--- config.mk ---
export PLATFORM = sky130hd
export DESIGN_NAME = dma_register_programming_sequencer
export DESIGN_NICKNAME = d
export VERILOG_FILES = /design/src/rtl/core/dma_seq_pkg.sv /design/src/rtl/core/dma_register_programming_sequencer.sv
export VERILOG_INCLUDE_DIRS = /design/src /design/src/rtl/core
export SDC_FILE = /design/constraint.sdc
export NUM_CORES = 1
export LEC_CHECK = 0
export ABC_CLOCK_PERIOD_IN_PS = 3650
export BUFFER_PORTS_ARGS = -buffer_cell sky130_fd_sc_hd__buf_2
export CORE_UTILIZATION = 38
export DETAILED_ROUTE_END_ITERATION = 7
export PLACE_DENSITY_LB_ADDON = 0.1
export SETUP_SLACK_MARGIN = 0.2
export SLEW_MARGIN = 20
export SYNTH_ARGS = -nofsm -noshare
export SYNTH_HDL_FRONTEND = slang
export SYNTH_SLANG_ARGS = --single-unit
export TNS_END_PERCENT = 30
--- constraint.sdc ---
create_clock -name clk -period 3.65 [get_ports clk]
set_input_delay 0 -clock clk [delete_from_list [all_inputs] [get_ports clk]]
set_output_delay 0 -clock clk [all_outputs]
set_load 0.02 [all_outputs]
--- src/rtl/core/dma_register_programming_sequencer_assert.svh ---
// Assertion macros for the DMA register programming sequencer.
`ifndef DMA_REGISTER_PROGRAMMING_SEQUENCER_ASSERT_SVH
`define DMA_REGISTER_PROGRAMMING_SEQUENCER_ASSERT_SVH

`ifndef SYNTH

`define DRPS_ASSERT(label, prop, msg) \
  label: assert property (@(posedge clk) disable iff (rst) (prop)) else $error(msg);

`define DRPS_ASSERT_NEXT(label, pre, post, msg) \
  label: assert property (@(posedge clk) disable iff (rst) (pre) |=> (post)) else $error(msg);

`else

`define DRPS_ASSERT(label, prop, msg)

`define DRPS_ASSERT_NEXT(label, pre, post, msg)

`endif

`endif

--- src/rtl/core/dma_seq_pkg.sv ---
// Types and codes of the DMA register programming sequencer.
package dma_seq_pkg;

  typedef logic [1:0] kind_t;
  typedef logic [1:0] err_t;
  typedef logic [2:0] seq_state_t;

  localparam logic [7:0] CMD_ENABLE      = 8'h87;
  localparam logic [7:0] CMD_DISABLE     = 8'h83;
  localparam logic [7:0] CMD_FORCE_READY = 8'hB3;
  localparam logic [7:0] CMD_RESET       = 8'hC3;
  localparam logic [7:0] CMD_LOAD        = 8'hCF;

  localparam logic [7:0] WR0_FOLLOW_MASK = 8'h78;
  localparam logic [7:0] WR4_FOLLOW_MASK = 8'h1C;
  localparam logic [7:0] WR12_FOLLOW_BIT = 8'h40;

  localparam logic [1:0] SEL_WR4 = 2'd1;
  localparam logic [1:0] SEL_WR5 = 2'd2;
  localparam logic [1:0] SEL_WR6 = 2'd3;

  localparam kind_t KIND_NONE        = 2'd0;
  localparam kind_t KIND_MEM_TO_MEM  = 2'd1;
  localparam kind_t KIND_SEARCH      = 2'd2;
  localparam kind_t KIND_UNSUPPORTED = 2'd3;

  localparam err_t ERR_OK       = 2'd0;
  localparam err_t ERR_BAD_REG  = 2'd1;
  localparam err_t ERR_BAD_WR6  = 2'd2;

  localparam logic [1:0] MODE_SEARCH   = 2'd2;
  localparam logic [1:0] MODE_TRANSFER = 2'd3;

endpackage

--- src/rtl/core/dma_register_programming_sequencer.sv ---
// Top level of the DMA register programming sequencer.
//
// Usage: one control byte per transaction enters on the input channel
// (in_valid, in_stall, control_byte). Every byte yields exactly one result
// transaction on the output channel (out_valid, out_stall and the result
// fields): the transfer classification on an enable command, the start
// addresses and length, an error code, the enable and force ready flags and
// whether follow-on bytes are still expected.
// Pipeline: a byte accepted into the input register is decoded from it, and
// its result is registered into the result register that drives the output.
// Throughput: one byte per cycle while out_stall does not hold a result; the
// programming state is read and written by the single decode stage between
// the input register and the result register.
// Reset (rst, synchronous): the sequencer returns to the base state and all
// programmed registers, counters and flags clear; both channels go empty.
// Stall: while out_stall holds a result, the decode stage holds the byte in
// the input register and in_stall rises once that register is full.
module dma_register_programming_sequencer (
  input  logic       clk,
  input  logic       rst,
  input  logic       in_valid,
  output logic       in_stall,
  input  logic [7:0] control_byte,
  output logic       out_valid,
  input  logic       out_stall,
  output logic [1:0] transfer_kind,
  output logic [15:0] source_address,
  output logic [15:0] dest_address,
  output logic [15:0] transfer_length,
  output logic [1:0] error_code,
  output logic       dma_enabled,
  output logic       ready_forced,
  output logic       awaiting_operand
);

  localparam dma_seq_pkg::seq_state_t SEQ_BASE = 3'd0;
  localparam dma_seq_pkg::seq_state_t SEQ_WR0  = 3'd1;
  localparam dma_seq_pkg::seq_state_t SEQ_WR1  = 3'd2;
  localparam dma_seq_pkg::seq_state_t SEQ_WR2  = 3'd3;
  localparam dma_seq_pkg::seq_state_t SEQ_WR4  = 3'd4;

  logic       byte_valid;
  logic [7:0] byte_q;
  logic       proc_fire;
  logic       in_fire;

  dma_seq_pkg::seq_state_t sequence_state, sequence_state_next;
  logic [3:0]  wr0_pending, wr0_pending_next;
  logic [2:0]  wr4_pending, wr4_pending_next;
  logic [15:0] port_a_start, port_a_start_next;
  logic [15:0] block_length, block_length_next;
  logic [15:0] port_b_start, port_b_start_next;
  logic [15:0] port_a_counter, port_a_counter_next;
  logic [15:0] port_b_counter, port_b_counter_next;
  logic        direction_flag, direction_flag_next;
  logic [1:0]  transfer_mode, transfer_mode_next;
  logic        port_a_is_io, port_a_is_io_next;
  logic [1:0]  port_a_fixed, port_a_fixed_next;
  logic        port_b_is_io, port_b_is_io_next;
  logic [1:0]  port_b_fixed, port_b_fixed_next;
  logic [7:0]  port_a_timing, port_a_timing_next;
  logic [7:0]  port_b_timing, port_b_timing_next;
  logic [7:0]  interrupt_control, interrupt_control_next;
  logic [7:0]  wr5_value, wr5_value_next;
  logic        enable_flag, enable_flag_next;
  logic        force_ready_flag, force_ready_flag_next;

  dma_seq_pkg::kind_t kind_next;
  dma_seq_pkg::err_t  err_next;
  logic [15:0] src_next, dst_next, len_next;
  logic [15:0] advance;

  assign proc_fire = byte_valid && (!out_valid || !out_stall);
  assign in_stall  = byte_valid && !proc_fire;
  assign in_fire   = in_valid && !in_stall;
  assign advance   = block_length + 16'd1;

  always_ff @(posedge clk) begin
    if (rst) begin
      byte_valid <= 1'b0;
    end else if (in_fire) begin
      byte_valid <= 1'b1;
    end else if (proc_fire) begin
      byte_valid <= 1'b0;
    end
  end

  always_ff @(posedge clk) begin
    if (in_fire) begin
      byte_q <= control_byte;
    end
  end

  always_comb begin
    sequence_state_next    = sequence_state;
    wr0_pending_next       = wr0_pending;
    wr4_pending_next       = wr4_pending;
    port_a_start_next      = port_a_start;
    block_length_next      = block_length;
    port_b_start_next      = port_b_start;
    port_a_counter_next    = port_a_counter;
    port_b_counter_next    = port_b_counter;
    direction_flag_next    = direction_flag;
    transfer_mode_next     = transfer_mode;
    port_a_is_io_next      = port_a_is_io;
    port_a_fixed_next      = port_a_fixed;
    port_b_is_io_next      = port_b_is_io;
    port_b_fixed_next      = port_b_fixed;
    port_a_timing_next     = port_a_timing;
    port_b_timing_next     = port_b_timing;
    interrupt_control_next = interrupt_control;
    wr5_value_next         = wr5_value;
    enable_flag_next       = enable_flag;
    force_ready_flag_next  = force_ready_flag;
    kind_next = dma_seq_pkg::KIND_NONE;
    err_next  = dma_seq_pkg::ERR_OK;
    src_next  = 16'd0;
    dst_next  = 16'd0;
    len_next  = 16'd0;

    unique case (sequence_state)
      SEQ_BASE: begin
        if (byte_q[7]) begin
          priority if (byte_q[1:0] == dma_seq_pkg::SEL_WR4) begin
            wr4_pending_next = 3'((byte_q & dma_seq_pkg::WR4_FOLLOW_MASK) >> 2);
            if (wr4_pending_next != 3'd0) begin
              sequence_state_next = SEQ_WR4;
            end
          end else if (byte_q[1:0] == dma_seq_pkg::SEL_WR5) begin
            wr5_value_next = byte_q;
          end else if (byte_q[1:0] == dma_seq_pkg::SEL_WR6) begin
            priority if (byte_q == dma_seq_pkg::CMD_DISABLE) begin
              enable_flag_next = 1'b0;
            end else if (byte_q == dma_seq_pkg::CMD_ENABLE) begin
              enable_flag_next = 1'b1;
              priority if (force_ready_flag && direction_flag &&
                           transfer_mode == dma_seq_pkg::MODE_TRANSFER && !port_a_is_io) begin
                kind_next = dma_seq_pkg::KIND_MEM_TO_MEM;
                src_next  = port_a_counter;
                dst_next  = port_b_counter;
                len_next  = block_length;
                port_a_counter_next = port_a_counter + advance;
                port_b_counter_next = port_b_counter + advance;
              end else if (!force_ready_flag && !direction_flag &&
                           transfer_mode == dma_seq_pkg::MODE_SEARCH && !port_a_is_io) begin
                kind_next = dma_seq_pkg::KIND_SEARCH;
                src_next  = port_a_counter;
                dst_next  = port_b_counter;
                len_next  = block_length;
              end else begin
                kind_next = dma_seq_pkg::KIND_UNSUPPORTED;
              end
            end else if (byte_q == dma_seq_pkg::CMD_FORCE_READY) begin
              force_ready_flag_next = 1'b1;
            end else if (byte_q == dma_seq_pkg::CMD_RESET) begin
              enable_flag_next      = 1'b0;
              force_ready_flag_next = 1'b0;
              port_a_timing_next    = 8'd0;
              port_b_timing_next    = 8'd0;
            end else if (byte_q == dma_seq_pkg::CMD_LOAD) begin
              port_a_counter_next   = port_a_start;
              port_b_counter_next   = port_b_start;
              force_ready_flag_next = 1'b0;
            end else begin
              err_next = dma_seq_pkg::ERR_BAD_WR6;
            end
          end else begin
            err_next = dma_seq_pkg::ERR_BAD_REG;
          end
        end else if (byte_q[1:0] != 2'd0) begin
          direction_flag_next = byte_q[2];
          transfer_mode_next  = byte_q[1:0];
          wr0_pending_next    = 4'((byte_q & dma_seq_pkg::WR0_FOLLOW_MASK) >> 3);
          if (wr0_pending_next != 4'd0) begin
            sequence_state_next = SEQ_WR0;
          end
        end else if (byte_q[2]) begin
          port_a_is_io_next = byte_q[3];
          port_a_fixed_next = byte_q[5:4];
          if ((byte_q & dma_seq_pkg::WR12_FOLLOW_BIT) != 8'd0) begin
            sequence_state_next = SEQ_WR1;
          end
        end else begin
          port_b_is_io_next = byte_q[3];
          port_b_fixed_next = byte_q[5:4];
          if ((byte_q & dma_seq_pkg::WR12_FOLLOW_BIT) != 8'd0) begin
            sequence_state_next = SEQ_WR2;
          end
        end
      end
      SEQ_WR0: begin
        priority if (wr0_pending[0]) begin
          port_a_start_next = {port_a_start[15:8], byte_q};
          wr0_pending_next  = wr0_pending & 4'b1110;
        end else if (wr0_pending[1]) begin
          port_a_start_next = {byte_q, port_a_start[7:0]};
          wr0_pending_next  = wr0_pending & 4'b1100;
        end else if (wr0_pending[2]) begin
          block_length_next = {block_length[15:8], byte_q};
          wr0_pending_next  = wr0_pending & 4'b1000;
        end else if (wr0_pending[3]) begin
          block_length_next = {byte_q, block_length[7:0]};
          wr0_pending_next  = 4'd0;
        end else begin
          wr0_pending_next  = 4'd0;
        end
        if (wr0_pending_next == 4'd0) begin
          sequence_state_next = SEQ_BASE;
        end
      end
      SEQ_WR1: begin
        port_a_timing_next  = byte_q;
        sequence_state_next = SEQ_BASE;
      end
      SEQ_WR2: begin
        port_b_timing_next  = byte_q;
        sequence_state_next = SEQ_BASE;
      end
      SEQ_WR4: begin
        priority if (wr4_pending[0]) begin
          port_b_start_next = {port_b_start[15:8], byte_q};
          wr4_pending_next  = wr4_pending & 3'b110;
        end else if (wr4_pending[1]) begin
          port_b_start_next = {byte_q, port_b_start[7:0]};
          wr4_pending_next  = wr4_pending & 3'b100;
        end else if (wr4_pending[2]) begin
          interrupt_control_next = byte_q;
          wr4_pending_next       = 3'd0;
        end else begin
          wr4_pending_next       = 3'd0;
        end
        if (wr4_pending_next == 3'd0) begin
          sequence_state_next = SEQ_BASE;
        end
      end
      default: begin
        sequence_state_next = SEQ_BASE;
      end
    endcase
  end

  always_ff @(posedge clk) begin
    if (rst) begin
      sequence_state    <= SEQ_BASE;
      wr0_pending       <= 4'd0;
      wr4_pending       <= 3'd0;
      port_a_start      <= 16'd0;
      block_length      <= 16'd0;
      port_b_start      <= 16'd0;
      port_a_counter    <= 16'd0;
      port_b_counter    <= 16'd0;
      direction_flag    <= 1'b0;
      transfer_mode     <= 2'd0;
      port_a_is_io      <= 1'b0;
      port_a_fixed      <= 2'd0;
      port_b_is_io      <= 1'b0;
      port_b_fixed      <= 2'd0;
      port_a_timing     <= 8'd0;
      port_b_timing     <= 8'd0;
      interrupt_control <= 8'd0;
      wr5_value         <= 8'd0;
      enable_flag       <= 1'b0;
      force_ready_flag  <= 1'b0;
    end else if (proc_fire) begin
      sequence_state    <= sequence_state_next;
      wr0_pending       <= wr0_pending_next;
      wr4_pending       <= wr4_pending_next;
      port_a_start      <= port_a_start_next;
      block_length      <= block_length_next;
      port_b_start      <= port_b_start_next;
      port_a_counter    <= port_a_counter_next;
      port_b_counter    <= port_b_counter_next;
      direction_flag    <= direction_flag_next;
      transfer_mode     <= transfer_mode_next;
      port_a_is_io      <= port_a_is_io_next;
      port_a_fixed      <= port_a_fixed_next;
      port_b_is_io      <= port_b_is_io_next;
      port_b_fixed      <= port_b_fixed_next;
      port_a_timing     <= port_a_timing_next;
      port_b_timing     <= port_b_timing_next;
      interrupt_control <= interrupt_control_next;
      wr5_value         <= wr5_value_next;
      enable_flag       <= enable_flag_next;
      force_ready_flag  <= force_ready_flag_next;
    end
  end

  always_ff @(posedge clk) begin
    if (rst) begin
      out_valid <= 1'b0;
    end else if (proc_fire) begin
      out_valid <= 1'b1;
    end else if (!out_stall) begin
      out_valid <= 1'b0;
    end
  end

  always_ff @(posedge clk) begin
    if (proc_fire) begin
      transfer_kind    <= kind_next;
      source_address   <= src_next;
      dest_address     <= dst_next;
      transfer_length  <= len_next;
      error_code       <= err_next;
      dma_enabled      <= enable_flag_next;
      ready_forced     <= force_ready_flag_next;
      awaiting_operand <= (sequence_state_next != SEQ_BASE);
    end
  end

`include "dma_register_programming_sequencer_assert.svh"

  `DRPS_ASSERT(a_base_no_pending, (sequence_state != SEQ_BASE) || (wr0_pending == 4'd0 && wr4_pending == 3'd0), "pending operands left in base state")
  `DRPS_ASSERT(a_wr0_has_pending, (sequence_state != SEQ_WR0) || (wr0_pending != 4'd0), "WR0 operand state with empty mask")
  `DRPS_ASSERT(a_wr4_has_pending, (sequence_state != SEQ_WR4) || (wr4_pending != 3'd0), "WR4 operand state with empty mask")
  `DRPS_ASSERT(a_kind_clean, !out_valid || transfer_kind == dma_seq_pkg::KIND_NONE || (error_code == dma_seq_pkg::ERR_OK && dma_enabled && !awaiting_operand), "transfer reported with error or disabled")
  `DRPS_ASSERT_NEXT(a_counter_advance, proc_fire && kind_next == dma_seq_pkg::KIND_MEM_TO_MEM, port_a_counter == 16'($past(port_a_counter) + $past(block_length) + 16'd1), "port A counter did not advance by length plus one")

endmodule

==> impl_metrics.yaml, run 1 <==
run_status:
  outcome: "complete, no violations"
timing:
  fin_crit_sh_pct: 86.0
  slew_headroom_pct: 34.2
  hold_viol: 0
  fin_setup_tns_ns: 0
  worst_pin_slew_ns: 0.987
  fmax_mhz: 319
  rsz0062_at_grt: "false"
  worst_slack_ns: 0.512
  finalCriticalPeriod_ns: 3.14
  fin_skew_ns: 0.00964
  setup_viol: 0
  slew_violations: 0
placed_design:
  port_buffers: 68
  dpl_cell_area_mm2: 0.00874
  gp_congestion: 0.852
  dpl.hpwl_um: 14900
  preCtsSetupSlack_ns: 0.536
global_route:
  antenna_found_initial: 0
  grt_start_max_net_pins: 90
  overflow: 0
  grt_pass1_wl_um: 33500
  grt_pass1_vias: 6065
  grt_usage_pct: 20.0
worst_setup_path:
  start_kind: "flop"
  cp.arrival_ns: 3.41
  crit_type: "flop to flop"
  crit_fanout: 7
  cp.required_ns: 3.92
  endpoint_kind: "flop"
power:
  vdd_drop_max_mv: 0.283
  p_leak_nw: 3.81
  power_per_cell_area_mw_per_mm2: 410
finish:
  layout-drive-gt1-share_pct: 13.0
  register_area_mm2: 0.00385
  syn_to_final_growth_pct: 16.0
  final_area_mm2: 0.00943
  multiInputGateArea_mm2: 0.00404
  nets: 984
  nFillCells: 2041
  antennaDiodeCount: 0
synthesis:
  synth_area_mm2: 0.00813
  ys_seq_area_share_pct: 47.4
  synth_cells: 860
  ys.flop_type: "dfxtp_1"
  synth-adder-area-share_pct: 7.36
  ys_ff_latch: 161
  yosysWarnings: 0
  synth_simple_gate_area_share_pct: 20.1
  synthMuxAreaShare_pct: 3.70
  syn_nets: 917
  async_flop_share_pct: 0
  synth_xor_area_share_pct: 4.63
  synth-compound-area-share_pct: 13.8
  synth_edf_count: 63
  syn_avg_cell_area_um2: 9.45
  synth_top_family_by_area: "simple AND/OR/NAND/NOR gates"
  ys_types: 60
route:
  drt.antenna.violating_nets: 0
  vias_per_cell: 5.30
  routed_wl_um: 21200
  drcViolationCount: 0
  dr.pass1.iters: 4
  drt_iter0_drc: 366
  dr_total_vias: 6445
  wl_per_cell_um: 17.5
clock_tree:
  cts_buffers: 17
  clock-root-buffer: "clkbuf_16"
  cts.path.max_buffers: 2
  clkSinkCount: 161
  htreeDepth: 4
  cts.clk_slew.worst_paths_ns: 0.06
  cts_resized: 0
  clock_latency_ns: 0.43
  cts_tree: "done"
floorplan:
  start_util_pct: 38.7
  die_h_um: 148
  io_pins: 69
  num_rows: 53
  dieWidth_um: 148
  die-area_mm2: 0.0220
  core_mm2: 0.0210
run:
  max-cap-violations: 0
hold_path:
  hp-class: "input port to flop"
==> cell families after synthesis <==
group | after synthesis
AOI/OAI and AO/OA | 177
xor gates and xnor gates | 43
adders and majority gates | 47
buffers and inverters | 58
DFF | 161
muxes | 30
and+or+nand+nor | 344
==> worst max-delay path: stages (launching register included) <==
cell     delay [ns]
dfxtp_1        0.44
ha_1           0.27
and3_1         0.26
nand4_1        0.13
xnor2_1        0.44
ha_1           0.38
a21oi_1        0.24
o21ai_0        0.13
a21oi_1        0.25
o21ai_0        0.17
xnor2_1        0.18
o22ai_1        0.09
==> routing by layer <==
metal	part of all wire (%)	GRT usage [%]
met1	47	25.8
met2	48	33.4
met3	3.1	3.56
met4	2.1	6.96
met5	0	0
==> where the power goes <==
part           switching [mW]  internal, mW
combinational           0.125        0.0547
sequential             0.0339          1.90
clock                   0.711          1.04
==> through the flow <==
| step | hold WS, ns | util, % | cells | power (mW) |
|---|---|---|---|---|
| global route | 0.243 | 44.8 | 1215 | 3.99 |
| detailed placement | 0.178 | 41.6 | 1172 | 2.14 |
| CTS | 0.186 | 44.8 | 1215 | 3.91 |
| floorplan | 0.0989 | - | 860 | 2.07 |
| finish | 0.225 | 44.8 | 1215 | 3.86 |
| global placement | 0.177 | 41.6 | 1172 | 2.14 |
==> state kept, by name, summed over array words and instances (netlist names), 2 cells and up <==
register	cells
source_address	16
block_length	16
byte_q	8
dest_address	16
port_a_counter	16
wr4_pending	3
error_code	2
port_b_start	16
transfer_kind	2
port_a_start	16
port_b_counter	16
transfer_length	16
transfer_mode	2
sequence_state	3
wr0_pending	4
==> cell usage in the layout, fill, tap and decap left out, types with 6 or more instances in the layout <==
| master | instances |
|---|---|
| a211oi_1 | 10 |
| a21o_1 | 10 |
| a21oi_1 | 70 |
| a311oi_1 | 17 |
| a31oi_1 | 7 |
| and2_1 | 50 |
| and3_1 | 14 |
| buf_2 | 68 |
| buf_4 | 17 |
| clkbuf_16 | 17 |
| dfxtp_1 | 98 |
| dlygate4sd3_1 | 11 |
| edfxtp_1 | 63 |
| ha_1 | 43 |
| inv_1 | 9 |
| mux2i_1 | 30 |
| nand2_1 | 93 |
| nand3_1 | 43 |
| nand4_1 | 11 |
| nor2_1 | 103 |
| nor3_1 | 9 |
| o211ai_1 | 6 |
| o21ai_0 | 31 |
| xnor2_1 | 29 |
| xor2_1 | 14 |
==> final cells by class <==
| cell class | count | area share (%) |
|---|---|---|
| inverter | 10 | 0.398 |
| clock inverter | 10 | 1.18 |
| timing repair buffer | 96 | 6.13 |
| sequential | 161 | 40.9 |
| clock buffer | 22 | 4.92 |
| multi-input combinational | 641 | 42.8 |
| tap | 275 | 3.65 |
==> synthesized netlist by cell type (3+ instances only) <==
| cell type | instances | area, µm² |
|---|---|---|
| a211oi_1 | 10 | 75.1 |
| a21o_1 | 10 | 75.1 |
| a21oi_1 | 70 | 350 |
| a311oi_1 | 17 | 149 |
| a31oi_1 | 7 | 43.8 |
| and2_1 | 50 | 313 |
| and3_1 | 14 | 87.6 |
| and4_1 | 4 | 35.0 |
| buf_2 | 4 | 20.0 |
| clkbuf_1 | 39 | 146 |
| dfxtp_1 | 98 | 1960 |
| edfxtp_1 | 63 | 1890 |
| ha_1 | 43 | 538 |
| inv_1 | 9 | 33.8 |
| mux2i_1 | 30 | 300 |
| nand2_1 | 93 | 349 |
| nand3_1 | 43 | 215 |
| nand4_1 | 11 | 68.8 |
| nor2_1 | 103 | 387 |
| nor2b_1 | 3 | 18.8 |
| nor3_1 | 10 | 50.1 |
| nor4_1 | 4 | 25.0 |
| o211ai_1 | 6 | 45.0 |
| o21ai_0 | 31 | 155 |
| xnor2_1 | 29 | 254 |
| xor2_1 | 14 | 123 |
==> worst paths after layout <==
path                                            to  slack, ns  depth (start not counted)             from
worst max-delay path            port_a_counter[15]       0.51                         11  block_length[0]
worst min-delay path            port_b_counter[15]       0.23                          4              rst
worst max register to register  port_a_counter[15]       0.51                         11  block_length[0]
worst min register to register     port_b_start[6]       0.45                          2  port_b_start[6]
==> repair_timing <==
action                                 CTS  global route
endpoints found under the hold margin   10             0
hold buffers                            11             0
buffers inserted                         0             0
Note: power is estimated with default switching activity, not from simulation.
==> inputs of run 2 (changes only) <==
Settings changed: ABC_CLOCK_PERIOD_IN_PS 3650 to 3600.
Clock period 3.65 ns to 3.6 ns, I/O delays scaled along.
==> run 2 against run 1 <==
  * Total power increased by 3.0%
  * Fmax decreased by 0.40%
  * Global-route usage increased by 0.22 points
  * Clock-buffer cell count decreased by 3
  * Critical path depth increased by 1
  * Sequential power about the same
  * Worst hold slack got worse by 0.024 ns
  * Highest routed layer unchanged
==> impl_metrics.yaml, run 2 (synthesis results as in run 1) <==
timing:
  hold_viol: 0
  hold_slack_ns: 0.201
  slew_headroom_pct: 34.3
  worst_slack_ns: 0.449
  fmax_mhz: 317
  finalCriticalPeriod_ns: 3.15
  fin_crit_sh_pct: 87.5
  setup_viol: 0
  fin_setup_tns_ns: 0
  worst_pin_slew_ns: 0.986
  slew_violations: 0
  fin_skew_ns: 0.0107
  rsz0062_at_grt: "true"
route:
  drcViolationCount: 0
  dr.pass1.iters: 5
  wl_per_cell_um: 17.5
  drt_iter0_drc: 401
  drt.antenna.violating_nets: 0
  dr_total_vias: 6340
  vias_per_cell: 5.22
  routed_wl_um: 21300
run:
  max-cap-violations: 0
clock_tree:
  cts_tree: "done"
  clock-root-buffer: "clkbuf_16"
  cts.path.max_buffers: 2
  cts_buffers: 17
  htreeDepth: 4
  clkSinkCount: 161
  clock_latency_ns: 0.43
  post_cts_buffers: 0
  cts.clk_slew.worst_paths_ns: 0.06
floorplan:
  start_util_pct: 38.7
  io_pins: 69
  dieWidth_um: 148
  die-area_mm2: 0.0220
  num_rows: 53
  die_h_um: 148
  core_mm2: 0.0210
power:
  p_sw_mw: 0.905
  swShare_pct: 22.7
  internal-power_mw: 3.07
  clockPowerShare_pct: 46.2
  power_per_cell_area_mw_per_mm2: 421
  seq_power_share_pct: 49.3
  vdd_drop_max_mv: 0.292
  power_frac_comb_pct: 4.5
  p_leak_nw: 3.84
worst_setup_path:
  slowest_stage: "dfxtp_1"
  crit_type: "flop to flop"
  path_cells: "ha_1, and3_1, nand2_1, xnor2_1, ha_1, a21oi_1, o21ai_0, nand4_1, nand2_1, a221oi_1, xnor2_1, a31oi_1"
  start_kind: "flop"
  cp.arrival_ns: 3.42
  cp.required_ns: 3.87
  r2r_start: "block_length[0]"
  critical_path.endpoint: "port_b_counter[15]"
  r2r_end: "port_b_counter[15]"
  crit_fanout: 7
  endpoint_kind: "flop"
  slowest_delay_ns: 0.44
  crit_start: "block_length[0]"
  reg2reg_depth: 12
  r2r_setup_slack_ns: 0.45
global_route:
  antenna_found_initial: 0
  use_met2_pct: 33.8
  grt_usage_pct: 20.2
  grt_start_max_net_pins: 90
  busiest_layer: "met2"
  use_met1_pct: 25.9
  grt_pass1_vias: 6083
  overflow: 0
  use_met3_pct: 4.14
  grt_pass1_wl_um: 33600
placed_design:
  port_buffers: 68
  gp_congestion: 0.854
  dpl_cell_area_mm2: 0.00874
  preCtsSetupSlack_ns: 0.454
  dpl.hpwl_um: 15000
finish:
  layout-drive-gt1-share_pct: 13.2
  nets: 984
  antennaDiodeCount: 0
  layout_common_cells: "nor2_1 (103), dfxtp_1 (98), nand2_1 (93)"
  final_area_mm2: 0.00945
  syn_to_final_growth_pct: 16.3
  mostFrequentLayoutCell: "nor2_1"
hold_path:
  hp-class: "input port to flop"
run_status:
  outcome: "complete, no violations"
-- run 2: cell count changes in the layout (fill, tap and decap cells not counted) --
cell,before,now
inv_6,0,2
clkinvlp_4,4,2
clkinv_4,1,3
xnor2_2,0,1
clkbuf_8,2,0
bufinv_16,2,3
clkbuf_1,3,2
xnor2_1,29,28
-- run 2: routing by layer --
metal	vias to the layer above	routed length [µm]
li1	3216	-
met1	2969	9720
met2	134	10400
met3	21	801
met5	-	0
met4	0	372
-- run 2: worst min path at each step --
stage	from	to	slack (ns)	cells after the start
2_1_floorplan	control_byte[0]	byte_q[0]	0.1	0
3_3_place_gp	control_byte[4]	byte_q[4]	0.18	1
3_5_place_dp	control_byte[0]	byte_q[0]	0.18	1
4_1_cts	rst	port_b_counter[15]	0.18	4
5_1_grt	rst	port_b_counter[15]	0.24	4
6_report	rst	port_b_counter[15]	0.20	4
-- run 2: timing repair --
item,4_1_cts,5_1_grt
setup endpoints to repair,0,3
endpoints found under the hold margin,10,0
hold buffers,11,0
resized for setup,0,1
-- run 2: critical path, delay by kind of cell, from the launching register on --
family	cells	cell delay, ns
AO/OA/AOI/OAI	4	0.94
adder cells (fa/ha/maj)	2	0.64
flip-flops	1	0.44
AND/OR/NAND/NOR	4	0.54
XOR/XNOR	2	0.46
-- run 2: final cells by class --
cell class	instances	area, µm²
Clock inverter	13	161
Clock buffer	19	433
Multi-Input combinational cell	641	4050
Inverter	10	37.5
Fill cell	2093	11600
Tap cell	275	344
Sequential cell	161	3850
Timing Repair Buffer	96	578
-- run 2: power by group through the flow --
stage / combinational, mW / sequential, mW / clock (mW)
2_1_floorplan: 0.0935 / 2.01 / 0
3_3_place_gp: 0.172 / 2.00 / 0
3_5_place_dp: 0.172 / 2.00 / 0
4_1_cts: 0.181 / 1.96 / 1.89
5_1_grt: 0.197 / 1.96 / 1.96
6_report: 0.180 / 1.96 / 1.84
-- run 2: per-stage QoR --
| stage | total power [mW] | util, % | instances |
|---|---|---|---|
| finish | 3.98 | 45.0 | 1215 |
| global placement | 2.17 | 41.6 | 1172 |
| CTS | 4.03 | 44.9 | 1215 |
| detailed placement | 2.17 | 41.6 | 1172 |
| global route | 4.12 | 45.0 | 1215 |
| floorplan | 2.10 | - | 860 |
